--- config.mk ---
export PLATFORM = sky130hd
export DESIGN_NAME = differential_drive_odometry_core
export DESIGN_NICKNAME = d
export VERILOG_FILES = /design/src/odo_pkg.sv /design/src/differential_drive_odometry_core.sv /design/src/odo_cordic.sv
export VERILOG_INCLUDE_DIRS = /design/src /design/src/src
export SDC_FILE = /design/constraint.sdc
export NUM_CORES = 2
export LEC_CHECK = 0
export BUFFER_PORTS_ARGS = -buffer_cell sky130_fd_sc_hd__buf_2
export CAP_MARGIN = 10
export CORE_MARGIN = 4
export CORE_UTILIZATION = 40
export CTS_BUF_LIST = sky130_fd_sc_hd__clkbuf_8 sky130_fd_sc_hd__clkbuf_16
export CTS_CLUSTER_DIAMETER = 150
export DETAILED_ROUTE_END_ITERATION = 16
export GPL_ROUTABILITY_DRIVEN = 0
export PLACE_DENSITY = 0.61
export SETUP_SLACK_MARGIN = 0.1
export SKIP_LAST_GASP = 1
export SLEW_MARGIN = 25
export SYNTH_ARGS = -nofsm -noshare
export SYNTH_HDL_FRONTEND = slang
export SYNTH_HIERARCHICAL = 1
export SYNTH_SLANG_ARGS = --single-unit
--- constraint.sdc ---
create_clock -name clk -period 31.5 [get_ports clk]
set_clock_uncertainty 0.2 [all_clocks]
set_input_delay 1.575 -clock clk [delete_from_list [all_inputs] [get_ports clk]]
set_output_delay 1.575 -clock clk [all_outputs]
set_load 0.01 [all_outputs]
--- src/assert_macros.svh ---
// Assertion macros shared by the odometry RTL.
// Depends on nothing; files that assert include it by name.
`ifndef ASSERT_MACROS_SVH
`define ASSERT_MACROS_SVH

// Checked on every rising edge of clk, disabled while rst is high.
`define ODO_ASSERT(label, prop, msg) \
  label: assert property (@(posedge clk) disable iff (rst) (prop)) else $error(msg);

// Checked on every rising edge of clk, including the reset cycles.
`define ODO_ASSERT_ALWAYS(label, prop, msg) \
  label: assert property (@(posedge clk) (prop)) else $error(msg);

`endif

--- src/odo_pkg.sv ---
// Shared constants, types and tables of the odometry block.
// Depends on nothing; used by odo_cordic and the top level.
package odo_pkg;

  localparam int ANGLE_BITS    = 16;
  localparam int POS_FRAC_BITS = 16;

  localparam int CORDIC_STEPS = 16;
  localparam int STEP_IDX_W   = $clog2(CORDIC_STEPS);
  // Sine and cosine in Q1.30 with one guard bit for growth and negation.
  localparam int TRIG_W       = 33;
  localparam logic signed [TRIG_W-1:0] CORDIC_GAIN_INIT = 33'sd652032874;

  localparam logic signed [TRIG_W-1:0] ATAN_TAB [CORDIC_STEPS] = '{
    33'sd536870912, 33'sd316933406, 33'sd167458907, 33'sd85004756,
    33'sd42667331,  33'sd21354465,  33'sd10679838,  33'sd5340245,
    33'sd2670163,   33'sd1335087,   33'sd667544,    33'sd333772,
    33'sd166886,    33'sd83443,     33'sd41722,     33'sd20861
  };

  // Configuration register indexes.
  localparam logic REG_METRES_PER_COUNT = 1'b0;
  localparam logic REG_TURN_PER_COUNT   = 1'b1;

  typedef struct packed {
    logic busy;
    logic done;
  } odo_cord_stat_t;

endpackage

--- src/differential_drive_odometry_core.sv ---
// Differential-drive odometry core. Each input beat carries the right and left
// encoder counts of one tick; the block adds (right - left) * turn_per_count to
// the heading, forms distance = (right + left) * metres_per_count, and adds
// distance * sin(heading) to x and distance * cos(heading) to y, saturating the
// Q15.16 position at the int32 limits. One output beat per tick gives x and y in
// decimetres (truncated toward zero, saturated to int16) and the heading. Each tick
// runs through two multiply steps for the heading and the distance, the 16 steps of
// the iterative CORDIC, a wait state that collects its result, four multiply and
// accumulate steps for x and y on one shared 26 x 33 multiplier and one shared
// accumulator, and a step that loads the output register, which presents the beat.
// The next input beat can be taken once the result has moved to the output register,
// even while the output beat still waits; a stalled result that is still waiting
// when the next tick finishes holds that tick back. Depends on odo_pkg, odo_cordic
// and assert_macros.svh.
`include "assert_macros.svh"

module differential_drive_odometry_core (
  input  logic        clk,
  input  logic        rst,
  input  logic        cfg_we,
  input  logic        cfg_index,
  input  logic [15:0] cfg_data,
  input  logic        s_tvalid,
  output logic        s_tready,
  input  logic [15:0] s_tdata,   // [7:0] right_count, [15:8] left_count
  output logic        m_tvalid,
  input  logic        m_tready,
  output logic [47:0] m_tdata    // [15:0] x_decimetres, [31:16] y_decimetres,
                                 // [47:32] heading_angle
);
  import odo_pkg::*;

  localparam logic [3:0] S_IDLE = 4'd0;
  localparam logic [3:0] S_TURN = 4'd1;
  localparam logic [3:0] S_DIST = 4'd2;
  localparam logic [3:0] S_CORD = 4'd3;
  localparam logic [3:0] S_MULX = 4'd4;
  localparam logic [3:0] S_ACCX = 4'd5;
  localparam logic [3:0] S_MULY = 4'd6;
  localparam logic [3:0] S_ACCY = 4'd7;
  localparam logic [3:0] S_OUT  = 4'd8;

  localparam int MUL_A_W    = 26;
  localparam int DIST_W     = 25;
  localparam int PROD_W     = MUL_A_W + TRIG_W;
  localparam int STEP_SHIFT = 46 - POS_FRAC_BITS;
  localparam int STEPV_W    = PROD_W - STEP_SHIFT;
  localparam logic signed [PROD_W-1:0] ROUND_HALF = PROD_W'(1) <<< (STEP_SHIFT - 1);

  logic [3:0]                   state;
  logic [15:0]                  metres_per_count, turn_per_count;
  logic [ANGLE_BITS-1:0]        heading;
  logic signed [31:0]           pos_x, pos_y;
  logic signed [7:0]            right_r, left_r;
  logic signed [DIST_W-1:0]     travel;
  logic signed [PROD_W-1:0]     prod;

  logic signed [MUL_A_W-1:0]    mul_a;
  logic signed [TRIG_W-1:0]     mul_b;
  logic signed [PROD_W-1:0]     mul_p;
  logic signed [PROD_W-1:0]     round_sum;
  logic signed [STEPV_W-1:0]    step;
  logic signed [31:0]           pos_sel;
  logic signed [33:0]           pos_sum;
  logic signed [31:0]           pos_next;

  logic                         cord_start;
  odo_cord_stat_t               cord_stat;
  logic signed [TRIG_W-1:0]     sin_val, cos_val;
  logic [ANGLE_BITS+15:0]       head_wide;

  function automatic logic [15:0] to_decimetres(input logic signed [31:0] p);
    logic signed [35:0] t;
    logic signed [35:0] q;
    logic [15:0]        d;
    t = (36'(p) <<< 3) + (36'(p) <<< 1);
    // Truncate toward zero: bias a negative value before the floor shift.
    if (t < 0) t = t + 36'((64'(1) << POS_FRAC_BITS) - 1);
    q = t >>> POS_FRAC_BITS;
    if (q > 36'sd32767) d = 16'h7FFF;
    else if (q < -36'sd32768) d = 16'h8000;
    else d = q[15:0];
    return d;
  endfunction

  odo_cordic u_cordic (
    .clk     (clk),
    .rst     (rst),
    .start   (cord_start),
    .angle   (heading),
    .stat    (cord_stat),
    .sin_val (sin_val),
    .cos_val (cos_val)
  );

  assign s_tready   = (state == S_IDLE) && !rst;
  assign cord_start = (state == S_DIST);

  // Shared multiplier operand selection.
  always_comb begin
    case (state)
      S_TURN: begin
        mul_a = MUL_A_W'(9'(right_r) - 9'(left_r));
        mul_b = $signed({{(TRIG_W-16){1'b0}}, turn_per_count});
      end
      S_DIST: begin
        mul_a = MUL_A_W'(9'(right_r) + 9'(left_r));
        mul_b = $signed({{(TRIG_W-16){1'b0}}, metres_per_count});
      end
      S_MULY: begin
        mul_a = MUL_A_W'(travel);
        mul_b = cos_val;
      end
      default: begin
        mul_a = MUL_A_W'(travel);
        mul_b = sin_val;
      end
    endcase
  end

  assign mul_p = PROD_W'(mul_a) * PROD_W'(mul_b);

  // Shared rounding accumulator; ties round toward plus infinity.
  always_comb begin
    round_sum = prod + ROUND_HALF;
    step      = STEPV_W'(round_sum >>> STEP_SHIFT);
    pos_sel   = (state == S_ACCY) ? pos_y : pos_x;
    pos_sum   = 34'(pos_sel) + 34'(step);
    if (pos_sum > 34'sd2147483647) pos_next = 32'sh7FFF_FFFF;
    else if (pos_sum < -34'sd2147483648) pos_next = 32'sh8000_0000;
    else pos_next = pos_sum[31:0];
  end

  assign head_wide = (ANGLE_BITS + 16)'(heading) << 16;

  always_ff @(posedge clk) begin
    if (rst) begin
      state            <= S_IDLE;
      m_tvalid         <= 1'b0;
      metres_per_count <= '0;
      turn_per_count   <= '0;
      heading          <= '0;
      pos_x            <= '0;
      pos_y            <= '0;
    end else begin
      if (cfg_we) begin
        case (cfg_index)
          REG_METRES_PER_COUNT: metres_per_count <= cfg_data;
          REG_TURN_PER_COUNT:   turn_per_count   <= cfg_data;
          default: ;
        endcase
      end

      if (m_tvalid && m_tready && state != S_OUT) m_tvalid <= 1'b0;

      case (state)
        S_IDLE: begin
          if (s_tvalid) begin
            right_r <= s_tdata[7:0];
            left_r  <= s_tdata[15:8];
            state   <= S_TURN;
          end
        end
        S_TURN: begin
          heading <= heading + mul_p[ANGLE_BITS-1:0];
          state   <= S_DIST;
        end
        S_DIST: begin
          travel <= mul_p[DIST_W-1:0];
          state  <= S_CORD;
        end
        S_CORD: begin
          if (cord_stat.done) state <= S_MULX;
        end
        S_MULX: begin
          prod  <= mul_p;
          state <= S_ACCX;
        end
        S_ACCX: begin
          pos_x <= pos_next;
          state <= S_MULY;
        end
        S_MULY: begin
          prod  <= mul_p;
          state <= S_ACCY;
        end
        S_ACCY: begin
          pos_y <= pos_next;
          state <= S_OUT;
        end
        S_OUT: begin
          // Wait until the output register is free before loading the beat.
          if (!m_tvalid || m_tready) begin
            m_tdata  <= {head_wide[ANGLE_BITS+15:ANGLE_BITS],
                         to_decimetres(pos_y), to_decimetres(pos_x)};
            m_tvalid <= 1'b1;
            state    <= S_IDLE;
          end
        end
        default: state <= S_IDLE;
      endcase
    end
  end

  `ODO_ASSERT(a_cord_start_idle, cord_start |-> !cord_stat.busy, "CORDIC restarted while busy")
  `ODO_ASSERT(a_cord_done_state, cord_stat.done |-> (state == S_CORD), "CORDIC done out of step")
  `ODO_ASSERT(a_out_wait, (state == S_OUT && m_tvalid && !m_tready) |=> state == S_OUT, "beat lost")
  `ODO_ASSERT(a_heading_hold, (state != S_TURN) |=> $stable(heading), "heading changed out of step")

endmodule

--- src/odo_cordic.sv ---
// Iterative rotation-mode CORDIC: one add/subtract step per cycle.
// Depends on odo_pkg for the arctangent table, widths and status type.
module odo_cordic (
  input  logic                                clk,
  input  logic                                rst,
  input  logic                                start,
  input  logic [odo_pkg::ANGLE_BITS-1:0]      angle,
  output odo_pkg::odo_cord_stat_t             stat,
  output logic signed [odo_pkg::TRIG_W-1:0]   sin_val,
  output logic signed [odo_pkg::TRIG_W-1:0]   cos_val
);
  import odo_pkg::*;

  logic signed [TRIG_W-1:0] x_r, y_r, z_r;
  logic signed [TRIG_W-1:0] dx, dy;
  logic [STEP_IDX_W-1:0]    cnt;
  logic [1:0]               quad;
  logic                     busy, fin;
  logic [31:0]              a32;
  logic [31:0]              a_round;
  logic [1:0]               quad_in;
  logic [31:0]              resid;

  // The nearest quarter turn is taken out; the residual lies in [-1/8, 1/8) turn.
  always_comb begin
    a32     = 32'(angle) << (32 - ANGLE_BITS);
    a_round = a32 + 32'h2000_0000;
    quad_in = a_round[31:30];
    resid   = a32 - {quad_in, 30'b0};
  end

  assign dx = y_r >>> cnt;
  assign dy = x_r >>> cnt;

  always_ff @(posedge clk) begin
    if (rst) begin
      busy <= 1'b0;
      fin  <= 1'b0;
      cnt  <= '0;
    end else begin
      if (start) begin
        busy <= 1'b1;
        fin  <= 1'b0;
        cnt  <= '0;
        quad <= quad_in;
        x_r  <= CORDIC_GAIN_INIT;
        y_r  <= '0;
        z_r  <= TRIG_W'($signed(resid));
      end else if (busy) begin
        if (!z_r[TRIG_W-1]) begin
          x_r <= x_r - dx;
          y_r <= y_r + dy;
          z_r <= z_r - ATAN_TAB[cnt];
        end else begin
          x_r <= x_r + dx;
          y_r <= y_r - dy;
          z_r <= z_r + ATAN_TAB[cnt];
        end
        cnt <= cnt + 1'b1;
        fin <= (cnt == STEP_IDX_W'(CORDIC_STEPS - 1));
        if (cnt == STEP_IDX_W'(CORDIC_STEPS - 1)) begin
          busy <= 1'b0;
        end
      end else begin
        fin <= 1'b0;
      end
    end
  end

  // Put the quarter turn back.
  always_comb begin
    case (quad)
      2'd0: begin
        cos_val = x_r;
        sin_val = y_r;
      end
      2'd1: begin
        cos_val = -y_r;
        sin_val = x_r;
      end
      2'd2: begin
        cos_val = -x_r;
        sin_val = -y_r;
      end
      default: begin
        cos_val = y_r;
        sin_val = -x_r;
      end
    endcase
  end

  assign stat.busy = busy;
  assign stat.done = fin;

endmodule
==> results.cfg <==
[setup_path]
path_buf_inv = 8
cp-start-kind = register
crit_family = adder cells
r2r-end = prod[57]
critical_path_arrival_ns = 12.09
cp_num_cells = 33
crit_top_cell = fa_1
ff2ff_setup_slack_ns = 19.59
cp.required_ns = 31.68
path_max_fanout = 49
cpPeakStageDelay_ns = 0.87
r2r_start = state[1]
slowest_stage = clkinv_1
end_kind = register
crit_end = prod[57]
critPathLaunch = state[1]
critPathKind = reg -> reg
r2r_cells = 33

[global_routing]
antenna_found_initial = 15
grt_usage = 0.248
grt_overflow = 0
grt_pass1_vias = 53600
grt_max_degree = 113
grt_pass1_wl_um = 325000

[timing]
layout_min_cycle_time_ns = 11.91
finalCritPeriodShare = 0.378
max_slew_margin = 0.216
worst_slew_pin_slew_ns = 1.18
hold_viol = 0
slew_viol_final = 0
max_freq_mhz = 83.9
setup_tns_ns = 0
setup_viol = 0
rsz0062_at_grt = no

[cts]
path_clk_slew_ns = 0.06
htreeDepth = 2
cts_tree = done
numCtsBuffers = 44
clk_latency_ns = 0.63
root_buffer = clkbuf_16
clock_sinks = 343
cts_resized = 0
hold_buffers = 0
max-clock-path-buffers = 3
cts_setup_buffers = 0

[final_layout]
final_cell_mix = 1049 x inv_1, 1010 x nand2_1, 887 x fa_1, 767 x nor2_1, 399 x ha_1
final_common_cell = inv_1
drive_gt1_frac = 0.0709
area_growth_pct = 6.28
fin_nets = 8767

[floorplanning]
die_x_um = 409
start_util = 0.404
dieArea_um2 = 167000
ios = 88
core_um2 = 159000
row_count = 146
die_h_um = 409

[synthesis]
synth_nets = 8932
syn_avg_cell_area_um2 = 8.45
synth_area_um2 = 64300
postSynthCellCount = 7608
yosys_warnings = 6

[run]
drv_cap = 0

[placed_design]
dpl.hpwl_um = 164000
portBuffers = 87

[route]
vias = 55000
drt-pass1-iter-count = 8
routed.top_layer = met5
drtIter0Drc = 5556
wl_met3_um = 22100
drc = 0
drtAntennaViolNets = 0
wl_met2_um = 91400
wl_met1_um = 91200
wl_per_cell_um = 22.0
via_per_inst = 5.71
routed_wirelength_um = 212000

[hold_path]
hp-start = metres_per_count[9]
min_path_type = reg -> reg

[status]
status = complete, no violations
registers in the layout, indices dropped and copies added (netlist names), 8 cells and up:
| register | count |
|---|---|
| metres_per_count | 16 |
| u_cordic/y_r | 33 |
| heading | 16 |
| travel | 25 |
| pos_x | 32 |
| right_r | 8 |
| u_cordic/z_r | 33 |
| m_tdata | 48 |
| u_cordic/x_r | 33 |
| left_r | 8 |
| turn_per_count | 16 |
| prod | 30 |
| pos_y | 32 |
worst min path at each step:
stage / slack (ns) / end / cells after the start
floorplan: 0.24 / turn_per_count[2] / 2
global route: 0.27 / metres_per_count[6] / 2
CTS: 0.26 / turn_per_count[8] / 2
detailed placement: 0.25 / metres_per_count[9] / 2
global placement: 0.24 / turn_per_count[4] / 2
finish: 0.26 / metres_per_count[9] / 2
metal layers:
metal,vias to the layer above,track usage
met2,2443,0.380
met4,10,0.0729
met3,376,0.0596
li1,24900,-
met1,27300,0.349
met5,-,0
tightest hold or removal path, cell delays in order, from the launching register on:
cell and delay (ns):
dfxtp_1 0.31, nand2_1 0.05, a21oi_1 0.05
per-stage QoR:
stage / setup WS (ns) / cell area, µm² / std cells / utilization / hold WS, ns
2_1_floorplan: 20.64 / 64300 / 7608 / - / 0.236
3_3_place_gp: 19.93 / 66600 / 9541 / 0.419 / 0.242
3_5_place_dp: 19.79 / 66700 / 9542 / 0.419 / 0.247
4_1_cts: 19.68 / 68300 / 9624 / 0.429 / 0.256
5_1_grt: 19.07 / 68300 / 9625 / 0.429 / 0.271
6_report: 19.59 / 68300 / 9634 / 0.429 / 0.255
cell type report:
class	instances	area (µm²)
antenna	9	22.5
clock buffer	49	1230
clock inverter	33	369
fill	15800	90800
inverter	1052	3950
multi-input combinational	5813	49800
sequential	343	9080
tap	2146	2690
timing repair buffer	189	1210
Power is not shown: default switching activity piles up to over one toggle a cycle in this logic, so the estimate is an artifact.
